$ cat config.mk
export PLATFORM = sky130hd
export DESIGN_NAME = raster_laser_power_segmenter_core
export DESIGN_NICKNAME = d
export VERILOG_FILES = /design/src/hw/rtl/rlps_pkg.sv /design/src/hw/rtl/rlps_div.sv /design/src/hw/rtl/raster_laser_power_segmenter_core.sv
export SDC_FILE = /design/constraint.sdc
export NUM_CORES = 1
export LEC_CHECK = 0
export ABC_AREA = 1
export BUFFER_PORTS_ARGS = -buffer_cell sky130_fd_sc_hd__buf_4
export CORE_MARGIN = 1.5
export CORE_UTILIZATION = 50
export DETAILED_ROUTE_END_ITERATION = 12
export GPL_TIMING_DRIVEN = 1
export PLACE_DENSITY = 0.67
export SLEW_MARGIN = 10
export SYNTH_ARGS = -nofsm -noshare
export SYNTH_HDL_FRONTEND = slang
export SYNTH_HIERARCHICAL = 1
export SYNTH_SLANG_ARGS = --single-unit
export TNS_END_PERCENT = 50
$ cat constraint.sdc
create_clock -name i_clk -period 10.5 [get_ports i_clk]
set_input_delay 2.1 -clock i_clk [delete_from_list [all_inputs] [get_ports i_clk]]
set_output_delay 2.1 -clock i_clk [all_outputs]
set_load 0.01 [all_outputs]
$ cat src/hw/rtl/rlps_pkg.sv
`timescale 1ns / 1ps
// ----------------------------------------------------------------------------
// rlps_pkg
// Shared types and constants for the raster laser power segmenter.
// ----------------------------------------------------------------------------
package rlps_pkg;

    // configuration port shape
    localparam int CFG_AW = 3;
    localparam int CFG_DW = 16;

    // register indexes
    localparam logic [CFG_AW-1:0] REG_LOWER_LEVEL  = 3'd0;
    localparam logic [CFG_AW-1:0] REG_UPPER_LEVEL  = 3'd1;
    localparam logic [CFG_AW-1:0] REG_DIRECT       = 3'd2;
    localparam logic [CFG_AW-1:0] REG_PIXEL_WIDTH  = 3'd3;
    localparam logic [CFG_AW-1:0] REG_SCALE_DIV    = 3'd4;

    // field widths
    localparam int LEVEL_W = 8;
    localparam int PW_W    = 16;
    localparam int SC_W    = 7;
    localparam int ENDX_W  = 28;

    // register reset values and substitutes for zero
    localparam logic [LEVEL_W-1:0] LOWER_RESET = 8'd1;
    localparam logic [LEVEL_W-1:0] UPPER_RESET = 8'd100;
    localparam logic [PW_W-1:0]    PW_DEFAULT  = 16'd1000;
    localparam logic [SC_W-1:0]    SC_DEFAULT  = 7'd1;

    // divider status seen by the sequencer
    typedef struct packed {
        logic busy;
        logic done;
    } t_div_stat;

endpackage

$ cat src/hw/rtl/rlps_div.sv
`timescale 1ns / 1ps
// ----------------------------------------------------------------------------
// rlps_div
// Restoring divider by a 7-bit divisor, one quotient bit per cycle.
// ----------------------------------------------------------------------------
module rlps_div
    import rlps_pkg::*;
#(
    parameter int DW = 29
) (
    input  logic                i_clk,
    input  logic                i_rst_n,
    input  logic                i_start,
    input  logic [DW-1:0]       i_dividend,
    input  logic [SC_W-1:0]     i_divisor,
    output t_div_stat           o_stat,
    output logic [DW-1:0]       o_quotient
);

    localparam int CNT_W = $clog2(DW + 1);

    logic [DW-1:0]    r_quo;
    logic [SC_W-1:0]  r_rem;
    logic [CNT_W-1:0] r_cnt;
    logic             r_done;

    logic [SC_W:0]    w_trial;
    logic             w_ge;
    logic [SC_W:0]    w_diff;

    // one trial subtraction per cycle
    always_comb begin
        w_trial = {r_rem, r_quo[DW-1]};
        w_ge    = (w_trial >= {1'b0, i_divisor});
        w_diff  = w_trial - {1'b0, i_divisor};
    end

    // control registers
    always_ff @(posedge i_clk) begin
        if (!i_rst_n) begin
            r_cnt  <= '0;
            r_done <= 1'b0;
        end else begin
            r_done <= !i_start && (r_cnt == CNT_W'(1));
            if (i_start) begin
                r_cnt <= CNT_W'(DW);
            end else if (r_cnt != '0) begin
                r_cnt <= r_cnt - 1'b1;
            end
        end
    end

    // datapath registers
    always_ff @(posedge i_clk) begin
        if (i_start) begin
            r_quo <= i_dividend;
            r_rem <= '0;
        end else if (r_cnt != '0) begin
            r_quo <= {r_quo[DW-2:0], w_ge};
            r_rem <= w_ge ? w_diff[SC_W-1:0] : w_trial[SC_W-1:0];
        end
    end

    assign o_stat.busy = (r_cnt != '0);
    assign o_stat.done = r_done;
    assign o_quotient  = r_quo;

    // a new division never starts over a running one
    a_start_idle: assert property (@(posedge i_clk) disable iff (!i_rst_n)
        i_start |-> (r_cnt == '0))
        else $error("divider started while busy");

    // done follows the final iteration
    a_done_after_last: assert property (@(posedge i_clk) disable iff (!i_rst_n)
        (r_cnt == CNT_W'(1) && !i_start) |=> r_done)
        else $error("divider done missing");

endmodule

$ cat src/hw/rtl/raster_laser_power_segmenter_core.sv
`timescale 1ns / 1ps
// ----------------------------------------------------------------------------
// raster_laser_power_segmenter_core
// Maps RGB pixels to laser power levels and emits a segment whenever the level
// changes within a row, plus a closing segment at a row end of nonzero level.
// ----------------------------------------------------------------------------
// Sequence: a pixel with no segment passes the accept, level and decide states.
// A segment adds mul, div and emit; the bit-serial divider forms DW quotient bits,
// DW = clog2(MAX_WIDTH)+17 (29 at MAX_WIDTH 4096). Two segments run in turn, as
// both coordinates share the divider. A stalled output holds the sequencer in
// emit and adds its wait. A new pixel is taken only in the idle state.
// Reset is synchronous active low: control and row state clear, no clearing pass.
// ----------------------------------------------------------------------------
module raster_laser_power_segmenter_core
    import rlps_pkg::*;
#(
    parameter int MAX_WIDTH = 4096
) (
    input  logic              i_clk,
    input  logic              i_rst_n,
    // pixel input stream
    input  logic              i_s_tvalid,
    output logic              o_s_tready,
    input  logic [23:0]       i_s_tdata,   // red[7:0], green[15:8], blue[23:16]
    input  logic              i_s_tlast,   // last_in_row
    // segment output stream
    output logic              o_m_tvalid,
    input  logic              i_m_tready,
    output logic [39:0]       o_m_tdata,   // end_x[27:0], power_level[35:28], zero pad
    output logic              o_m_tuser,   // row_close
    output logic              o_m_tlast,   // last result of the pixel
    // configuration writes
    input  logic              i_cfg_we,
    input  logic [CFG_AW-1:0] i_cfg_addr,
    input  logic [CFG_DW-1:0] i_cfg_wdata
);

    localparam int CW = $clog2(MAX_WIDTH);
    localparam int DW = CW + 1 + PW_W;

    typedef enum logic [2:0] {
        S_IDLE,
        S_LEVEL,
        S_DECIDE,
        S_MUL,
        S_DIV,
        S_EMIT
    } t_state;

    // configuration registers
    logic [LEVEL_W-1:0] r_lower;
    logic [LEVEL_W-1:0] r_upper;
    logic               r_direct;
    logic [PW_W-1:0]    r_pw;
    logic [SC_W-1:0]    r_sc;

    // sequencer and row state
    t_state             r_state;
    logic [CW-1:0]      r_column;
    logic [LEVEL_W-1:0] r_prev;
    logic               r_started;

    // per-pixel working registers
    logic [LEVEL_W-1:0] r_bright;
    logic               r_row_end;
    logic [15:0]        r_num;
    logic [LEVEL_W-1:0] r_p;
    logic [LEVEL_W-1:0] r_seg_pow;
    logic               r_seg;
    logic               r_close;
    logic [CW-1:0]      r_col_base;

    // output register
    logic               r_out_valid;
    logic [39:0]        r_out_data;
    logic               r_out_user;
    logic               r_out_last;

    // combinational helpers
    logic [7:0]          w_max;
    logic signed [8:0]   w_diff;
    logic signed [17:0]  w_prod;
    logic signed [17:0]  w_num;
    logic [16:0]         w_div255;
    logic [LEVEL_W-1:0]  w_level;
    logic                w_seg;
    logic                w_close;
    logic [CW:0]         w_pos;
    logic [PW_W-1:0]     w_pw_eff;
    logic [SC_W-1:0]     w_sc_eff;
    logic [DW-1:0]       w_dividend;
    logic [DW+ENDX_W-1:0] w_quo_ext;
    logic                w_accept;
    logic                w_load;

    t_div_stat           w_div_stat;
    logic [DW-1:0]       w_quotient;

    // configuration write port
    always_ff @(posedge i_clk) begin
        if (!i_rst_n) begin
            r_lower  <= LOWER_RESET;
            r_upper  <= UPPER_RESET;
            r_direct <= 1'b0;
            r_pw     <= PW_DEFAULT;
            r_sc     <= SC_DEFAULT;
        end else if (i_cfg_we) begin
            unique case (i_cfg_addr)
                REG_LOWER_LEVEL: r_lower  <= i_cfg_wdata[LEVEL_W-1:0];
                REG_UPPER_LEVEL: r_upper  <= i_cfg_wdata[LEVEL_W-1:0];
                REG_DIRECT:      r_direct <= i_cfg_wdata[0];
                REG_PIXEL_WIDTH: r_pw     <= i_cfg_wdata[PW_W-1:0];
                REG_SCALE_DIV:   r_sc     <= i_cfg_wdata[SC_W-1:0];
                default: ;
            endcase
        end
    end

    // brightness is the largest component
    always_comb begin
        w_max = i_s_tdata[7:0];
        if (i_s_tdata[15:8] > w_max) w_max = i_s_tdata[15:8];
        if (i_s_tdata[23:16] > w_max) w_max = i_s_tdata[23:16];
    end

    // linear map numerator: lower*255 + b*(upper-lower), never negative
    always_comb begin
        w_diff = $signed({1'b0, r_upper}) - $signed({1'b0, r_lower});
        w_prod = 18'($signed({1'b0, r_bright}) * w_diff);
        w_num  = $signed({2'b00, ({r_lower, 8'd0} - {8'd0, r_lower})}) + w_prod;
    end

    // divide by 255 through x + x/256 + 1, exact for the numerator range
    always_comb begin
        w_div255 = {1'b0, r_num} + {9'd0, r_num[15:8]} + 17'd1;
        w_level  = w_div255[15:8];
        w_seg    = r_started && (w_level != r_prev);
        w_close  = r_row_end && (w_level != '0);
    end

    // coordinate product, zero registers replaced by their defaults
    always_comb begin
        w_pw_eff   = (r_pw == '0) ? PW_DEFAULT : r_pw;
        w_sc_eff   = (r_sc == '0) ? SC_DEFAULT : r_sc;
        w_pos      = r_seg ? {1'b0, r_col_base} : ({1'b0, r_col_base} + 1'b1);
        w_dividend = {{PW_W{1'b0}}, w_pos} * {{(CW + 1){1'b0}}, w_pw_eff};
        w_quo_ext  = {{ENDX_W{1'b0}}, w_quotient};
    end

    assign w_accept = i_s_tvalid && o_s_tready;
    assign w_load   = (r_state == S_EMIT) && (!r_out_valid || i_m_tready);

    // shared coordinate divider
    rlps_div #(
        .DW (DW)
    ) u_div (
        .i_clk      (i_clk),
        .i_rst_n    (i_rst_n),
        .i_start    (r_state == S_MUL),
        .i_dividend (w_dividend),
        .i_divisor  (w_sc_eff),
        .o_stat     (w_div_stat),
        .o_quotient (w_quotient)
    );

    // sequencer, row state and output register
    always_ff @(posedge i_clk) begin
        if (!i_rst_n) begin
            r_state     <= S_IDLE;
            r_column    <= '0;
            r_prev      <= '0;
            r_started   <= 1'b0;
            r_seg       <= 1'b0;
            r_close     <= 1'b0;
            r_out_valid <= 1'b0;
        end else begin
            if (r_out_valid && i_m_tready && !w_load) begin
                r_out_valid <= 1'b0;
            end
            unique case (r_state)
                S_IDLE: begin
                    if (w_accept) begin
                        r_bright  <= r_direct ? w_max : ~w_max;
                        r_row_end <= i_s_tlast;
                        r_state   <= S_LEVEL;
                    end
                end
                S_LEVEL: begin
                    r_num   <= w_num[15:0];
                    r_state <= S_DECIDE;
                end
                S_DECIDE: begin
                    r_p        <= w_level;
                    r_seg_pow  <= r_prev;
                    r_seg      <= w_seg;
                    r_close    <= w_close;
                    r_col_base <= r_column;
                    if (r_row_end) begin
                        r_column  <= '0;
                        r_prev    <= '0;
                        r_started <= 1'b0;
                    end else begin
                        r_prev    <= w_level;
                        r_started <= 1'b1;
                        if (r_column < CW'(MAX_WIDTH - 1)) begin
                            r_column <= r_column + 1'b1;
                        end
                    end
                    r_state <= (w_seg || w_close) ? S_MUL : S_IDLE;
                end
                S_MUL: begin
                    r_state <= S_DIV;
                end
                S_DIV: begin
                    if (w_div_stat.done) begin
                        r_state <= S_EMIT;
                    end
                end
                S_EMIT: begin
                    if (w_load) begin
                        r_out_valid <= 1'b1;
                        r_out_data  <= {4'd0, (r_seg ? r_seg_pow : r_p),
                                        w_quo_ext[ENDX_W-1:0]};
                        r_out_user  <= !r_seg;
                        r_out_last  <= r_seg ? !r_close : 1'b1;
                        if (r_seg && r_close) begin
                            r_seg   <= 1'b0;
                            r_state <= S_MUL;
                        end else begin
                            r_state <= S_IDLE;
                        end
                    end
                end
                default: r_state <= S_IDLE;
            endcase
        end
    end

    assign o_s_tready = (r_state == S_IDLE);
    assign o_m_tvalid = r_out_valid;
    assign o_m_tdata  = r_out_data;
    assign o_m_tuser  = r_out_user;
    assign o_m_tlast  = r_out_last;

    // one pixel at a time: input closes right after a transaction
    a_busy_after_accept: assert property (@(posedge i_clk) disable iff (!i_rst_n)
        w_accept |=> !o_s_tready)
        else $error("input accepted during pixel work");

    // divider completes only while the sequencer waits for it
    a_div_done_state: assert property (@(posedge i_clk) disable iff (!i_rst_n)
        w_div_stat.done |-> (r_state == S_DIV))
        else $error("divider done outside wait state");

    // while waiting, the divider is either running or just finished
    a_div_wait_active: assert property (@(posedge i_clk) disable iff (!i_rst_n)
        (r_state == S_DIV) |-> (w_div_stat.busy || w_div_stat.done))
        else $error("sequencer waits on an idle divider");

    // a closing segment always ends the pixel's results
    a_close_is_last: assert property (@(posedge i_clk) disable iff (!i_rst_n)
        (o_m_tvalid && o_m_tuser) |-> o_m_tlast)
        else $error("closing segment not marked last");

    // an unstarted row carries no open level
    a_row_reset_level: assert property (@(posedge i_clk) disable iff (!i_rst_n)
        !r_started |-> (r_prev == '0))
        else $error("open level without started row");

endmodule
### After elaboration in Yosys (flattened, before gate mapping)

Cells that the tools add are included.

| operators by class | value |
|---|---|
| equality and inequality tests | 15 |
| multiplexer cells | 28 |
| bitwise gates (word level) | 2 |
| $lt $le $gt $ge | 4 |
| reductions and logical operators | 37 |
| add/subtract/negate cells | 9 |
| multiply operators | 2 |

Operators by type and width:

| kind | number |
|---|---|
| 29-bit two-way mux | 2 |
| 8-bit two-way mux | 5 |
| 13-bit by 16-bit multiplier with 29-bit output | 1 |
| 12-bit two-way mux | 2 |
| 3-bit case mux with 6 select lines | 1 |
| 16-bit by 1-bit adder with 16-bit output, second input constant | 1 |
| 16-bit adder | 1 |
| 16-bit by 8-bit adder with 16-bit output | 1 |
| 8-bit greater-than comparator | 2 |
| 16-bit zero test | 1 |
| 9-bit by 9-bit multiplier with 16-bit output | 1 |
| 16-bit two-way mux | 1 |
| 2-bit AND reduction | 8 |
| 16-bit by 8-bit subtractor with 16-bit output | 1 |
| 7-bit two-way mux | 2 |
| 12-bit by 1-bit adder with 13-bit output, second input constant | 1 |
| 13-bit two-way mux | 1 |
| 12-bit by 1-bit adder with 12-bit output, second input constant | 1 |
| 3-bit by 2-bit equality test with 1-bit output, second input constant | 4 |
| 12-bit < comparator, second input constant | 1 |
| 3-bit AND reduction | 4 |
| 5-bit two-way mux | 2 |
| 3-bit equality test, second input constant | 3 |
| 3-bit two-way mux | 3 |
| 23 further kinds | 47 |

| storage, ports and cells | value |
|---|---|
| register bits | 200 |
| logic and storage cells | 123 |
| bits of input ports | 49 |
| output and inout bits | 44 |

### Logic depth before layout (Yosys ltp)

| depth | value |
|---|---|
| word-level depth | 8 |
| mapped depth | 36 |
| depth with buffers taken out | 35 |

### Hierarchy

The synthesis kept the hierarchy.

Modules (own cells, without submodules):

| module | instances | seq. area each (um^2) | cells each | area each (um^2) |
|---|---|---|---|---|
| raster_laser_power_segmenter_core | 1 | 4073.9 | 2055 | 16918.7 |
| rlps_div | 1 | 1131.1 | 280 | 2290.9 |

### Worst setup path after synthesis

OpenSTA, ideal clock, no wires.

| path | value |
|---|---|
| path type | flip-flop to flip-flop |
| start | register r_upper[0] |
| end | register r_num[15] (data pin) |
| period minus slack after synthesis | 6.006 ns |
| path slack | 4.494 ns |
| cell stages (with the launch flop) | 30 |
| data arrival time | 5.746 ns |
| buffers on the path | 0 |
| setup time | 0.261 ns |
| data required time | 10.239 ns |
| cells stage by stage | dfxtp_1 inv_1 ha_1 fa_1 o21ai_0 nand2_1 o21ai_0 xor2_1 inv_1 nor2_1 fa_1 ha_1 inv_1 fa_1 fa_1 inv_1 fa_1 ha_1 a21oi_1 a21boi_1 o21ai_0 a21oi_1 o21ai_1 nand2_1 inv_1 nand2_1 nand2_1 nand2_1 nand2_1 xor2_1 |

| on the way | value |
|---|---|
| word-level cells in the longest chain between the ends | 3 |

RTL lines:

| item | line | text |
|---|---|---|
| from (decl) | raster_laser_power_segmenter_core.sv:52 | `logic [LEVEL_W-1:0] r_upper;` |
| from (signal assigned) | raster_laser_power_segmenter_core.sv:110 | `REG_UPPER_LEVEL: r_upper <= i_cfg_wdata[LEVEL_W-1:0];` |
| 8-bit by 8-bit subtractor with 9-bit output | raster_laser_power_segmenter_core.sv:128 | `w_diff = $signed({1'b0, r_upper}) - $signed({1'b0, r_lower});` |
| 9-bit by 9-bit multiplier with 16-bit output | raster_laser_power_segmenter_core.sv:129 | `w_prod = 18'($signed({1'b0, r_bright}) * w_diff);` |
| 16-bit adder | raster_laser_power_segmenter_core.sv:130 | `w_num = $signed({2'b00, ({r_lower, 8'd0} - {8'd0, r_lower})}) + w_prod;` |
| named net w_num[15] | raster_laser_power_segmenter_core.sv:83 | `logic signed [17:0] w_num;` |
| to (signal assigned) | raster_laser_power_segmenter_core.sv:189 | `r_num <= w_num[15:0];` |
| to (decl) | raster_laser_power_segmenter_core.sv:66 | `logic [15:0] r_num;` |

The timed path passes the listed nets, and every way through them passes these cells.
A chain may end at the register's enable or synchronous reset.

### Worst setup path after layout

| path | value |
|---|---|
| start | register r_seg |
| end | register u_div.r_quo[27] (netlist: u_div/o_quotient[27]) (data pin) |

| on the way | value |
|---|---|
| word-level cells in the longest chain between the ends | 3 |

RTL lines:

| item | line | text |
|---|---|---|
| from (decl) | raster_laser_power_segmenter_core.sv:69 | `logic r_seg;` |
| from (signal assigned) | raster_laser_power_segmenter_core.sv:195 | `r_seg <= w_seg;` |
| 13-bit two-way mux | raster_laser_power_segmenter_core.sv:145 | `w_pos = r_seg ? {1'b0, r_col_base} : ({1'b0, r_col_base} + 1'b1);` |
| 13-bit by 16-bit multiplier with 29-bit output | raster_laser_power_segmenter_core.sv:146 | `w_dividend = {{PW_W{1'b0}}, w_pos} * {{(CW + 1){1'b0}}, w_pw_eff};` |
| named net w_dividend[27] | raster_laser_power_segmenter_core.sv:91 | `logic [DW-1:0] w_dividend;` |
| 29-bit two-way mux | rlps_div.sv:55 | `if (i_start) begin` |
| to (signal assigned) | rlps_div.sv:56 | `r_quo <= i_dividend;` |
| to (signal assigned) | rlps_div.sv:59 | `r_quo <= {r_quo[DW-2:0], w_ge};` |
| to (decl) | rlps_div.sv:22 | `logic [DW-1:0] r_quo;` |

The timed path passes the listed nets, and every way through them passes these cells.

==> results.py <==
metrics = {
    "floorplan": {
        "core_um2": 37800,
        "pin_count": 93,
        "row_count": 71,
        "dieArea_um2": 39600,
        "die_h_um": 199,
        "chipWidth_um": 199,
        "start_util_pct": 50.9,
    },
    "clock_network": {
        "cts.sinks": 200,
        "cts_tree": "built",
        "clock_latency_ns": 0.46,
        "cts_buffers": 17,
        "cts-root-buf": "clkbuf_16",
        "htree_levels": 4,
        "clk_path_buf_depth": 2,
        "cts.clk_slew.worst_paths_ns": 0.08,
        "cts.repair.resized": 0,
        "cts-hold-fix-buffers": 0,
        "cts_setup_buffers": 0,
    },
    "timing": {
        "worst_pin_slew_ns": 1.00,
        "fin_setup_tns_ns": 0,
        "finalCritPeriodShare_pct": 68.1,
        "fmax_mhz": 140,
        "worst_slack_ns": 3.35,
        "maxSlewViolCount": 0,
        "period_minus_slack_ns": 7.15,
        "setup-violations-final": 0,
        "rsz0062_at_grt": "no",
        "finalHoldViolCount": 0,
        "finClkSkew_ns": 0.00985,
        "slew_headroom_pct": 32.9,
    },
    "worst_setup_path": {
        "cp_data_required_time_ns": 10.72,
        "cp_slowest_cell": "fa_1",
        "cp-start-kind": "flip-flop",
        "slowest_delay_ns": 0.56,
        "cp_data_arrival_time_ns": 7.37,
        "end_kind": "flip-flop",
        "critical_path.max_fanout": 16,
        "crit_path_frequent_cell": "nand2_1",
        "worst-setup-path-type": "flip-flop to flip-flop",
    },
    "routing": {
        "vias": 14900,
        "avgRoutedWirePerCell_um": 15.7,
        "drt.antenna.violating_nets": 0,
        "drt_iter0_drc": 1006,
        "first_pass_iters": 5,
        "wl_um": 46100,
        "drc": 0,
        "detail_route.vias_per_cell": 5.07,
    },
    "global_route": {
        "grt.overflow.total": 0,
        "grt_usage_pct": 25.1,
        "antenna_found_initial": 1,
        "grt_max_degree": 45,
        "use_met1_pct": 33.3,
        "grt_pass1_wl_um": 76300,
        "busiest_layer": "met2",
        "use_met3_pct": 4.49,
        "grt_pass1_vias": 15200,
        "use_met2_pct": 41.4,
    },
    "yosys": {
        "syn-mean-instance-area_um2": 8.23,
        "synthCells": 2335,
        "ys_types": 52,
        "synthArstFlopShare_pct": 0,
        "yosysSeqAreaShare_pct": 27.1,
        "synthesis.area_um2": 19200,
        "synth_edf_count": 120,
        "yosys_warnings": 6,
        "synth_flop_cell": "edfxtp_1",
        "ys_ff_latch": 200,
    },
    "pwr": {
        "vdd_ir_drop_max_uv": 313,
        "power_density_nw_per_um2": 307,
        "p_leak_nw": 10.4,
    },
    "layout": {
        "nets": 2837,
        "area.growth.synth_to_final_pct": 9.18,
        "num_antenna_cells": 0,
        "drive_gt1_share_pct": 7.65,
        "stdcell_area_um2": 21000,
    },
    "min_path": {
        "hp-class": "flip-flop to flip-flop",
    },
    "outcome": {
        "status": "complete, no violations",
    },
    "place": {
        "dp_slack_ns": 3.23,
        "port_buffers": 88,
        "post_dp_cell_area_um2": 20400,
        "place_congestion": 1.01,
        "hpwl_um": 38200,
    },
    "flow_run": {
        "cap_viol_max_count": 0,
    },
}
## worst max-delay path, delay by kind of cell (launching register included)
family | cells | cell delay, ns
simple gates | 17 | 2.90
buf+inv | 3 | 0.35
compound gates | 1 | 0.10
flops | 1 | 0.50
fa+ha+maj | 6 | 2.91
xor+xnor | 1 | 0.15
## layout make-up
cell class | instances | area [µm²]
Clock buffer | 17 | 425
Clock inverter | 15 | 154
Sequential cell | 200 | 5200
Inverter | 504 | 1900
Tap cell | 511 | 639
Multi-Input combinational cell | 1585 | 11900
Fill cell | 3565 | 16800
Timing Repair Buffer | 98 | 736
## power by group
| group | internal (mW) | switching, mW | leakage (nW) | total [mW] |
|---|---|---|---|---|
| registers | 1.20 | 0.125 | 1.77 | 1.33 |
| logic | 1.72 | 2.74 | 8.40 | 4.46 |
| clock network | 0.317 | 0.327 | 0.277 | 0.643 |
| total | 3.24 | 3.19 | 10.4 | 6.43 |
## cell usage in the layout, fill, tap and decap left out, drive strengths merged
cell	Yosys	layout
o21ai	90	90
nor3	18	18
buf	12	98
nor2	217	217
xor2	38	38
nand2	571	571
xnor2	19	19
or2	10	10
inv	494	501
a2111oi	1	1
ha	170	170
clkinv	10	15
clkinvlp	0	3
edfxtp	120	120
nor4	5	5
nand4	12	12
dfxtp	80	80
conb	1	4
nand3	69	69
and2	2	2
o21bai	1	1
fa	212	212
clkbuf	37	17
o32ai	1	1
a21boi	2	2
a31oi	6	6
nor3b	2	2
o211ai	5	5
o21a	1	1
a21oi	105	105
o31ai	3	3
a211oi	5	5
nand3b	13	13
a21o	2	2
nor2b	1	1
## Yosys cell counts (all sizes together) (13+ instances only)
library cell	number	area [µm²]
a21oi	105	544
clkbuf	37	139
dfxtp	80	1600
edfxtp	120	3600
fa	212	4240
ha	170	2130
inv	494	1850
nand2	571	2170
nand3	69	383
nand3b	13	97.6
nor2	217	845
nor3	18	100
o21ai	90	465
xnor2	19	166
xor2	38	333
## registers in the layout, summed over array words and instances, names as in the netlist, 3 cells and up
signal	cells
o_m_tdata	36
u_div/o_quotient	29
r_num	16
r_pw	16
r_col_base	12
r_column	12
r_bright	8
r_lower	8
r_p	8
r_prev	8
r_seg_pow	8
r_upper	8
r_sc	7
u_div/r_rem	7
u_div/r_cnt	5
r_state	3
## cells by family (layout without fill, tap and decap cells)
kind of cell    after synthesis  in the layout  synth area share [%]
fa+ha+maj                   382            382                  33.2
buf+inv                     553            634                  11.0
other cells                   1              4                0.0195
simple gates                920            920                  19.8
flops                       200            200                  27.1
compound gates              222            222                  6.32
xor+xnor                     57             57                  2.60
## path summary, 6_finish.rpt
path / from / to / slack (ns) / depth (start not counted)
hold / removal: u_div/o_quotient[7]$_DFFE_PP_ / o_m_tdata[7]$_DFFE_PP_ / 0.46 / 0
setup reg to reg: r_seg$_SDFFE_PN0P_ / u_div/o_quotient[27]$_DFFE_PP_ / 3.35 / 28
setup / recovery: r_seg$_SDFFE_PN0P_ / u_div/o_quotient[27]$_DFFE_PP_ / 3.35 / 28
hold reg to reg: u_div/o_quotient[7]$_DFFE_PP_ / o_m_tdata[7]$_DFFE_PP_ / 0.46 / 0
## routing by layer
metal  share of wire [%]  vias to the layer above
met5               0.028                        -
met4                 2.7                        2
li1                    -                     7317
met1                  45                     7118
met2                  47                      365
met3                 5.8                       57
## through the flow
step | utilization, % | power [mW] | cells | hold slack [ns]
after CTS | 55.5 | 6.48 | 2930 | 0.456
after detailed placement | 54.0 | 5.80 | 2898 | 0.436
after global placement | 54.0 | 5.72 | 2898 | 0.445
final | 55.6 | 6.43 | 2930 | 0.456
after floorplan | - | 4.78 | 2338 | 0.427
after global routing | 55.6 | 7.21 | 2930 | 0.472
(Power assumes the default switching activity.)
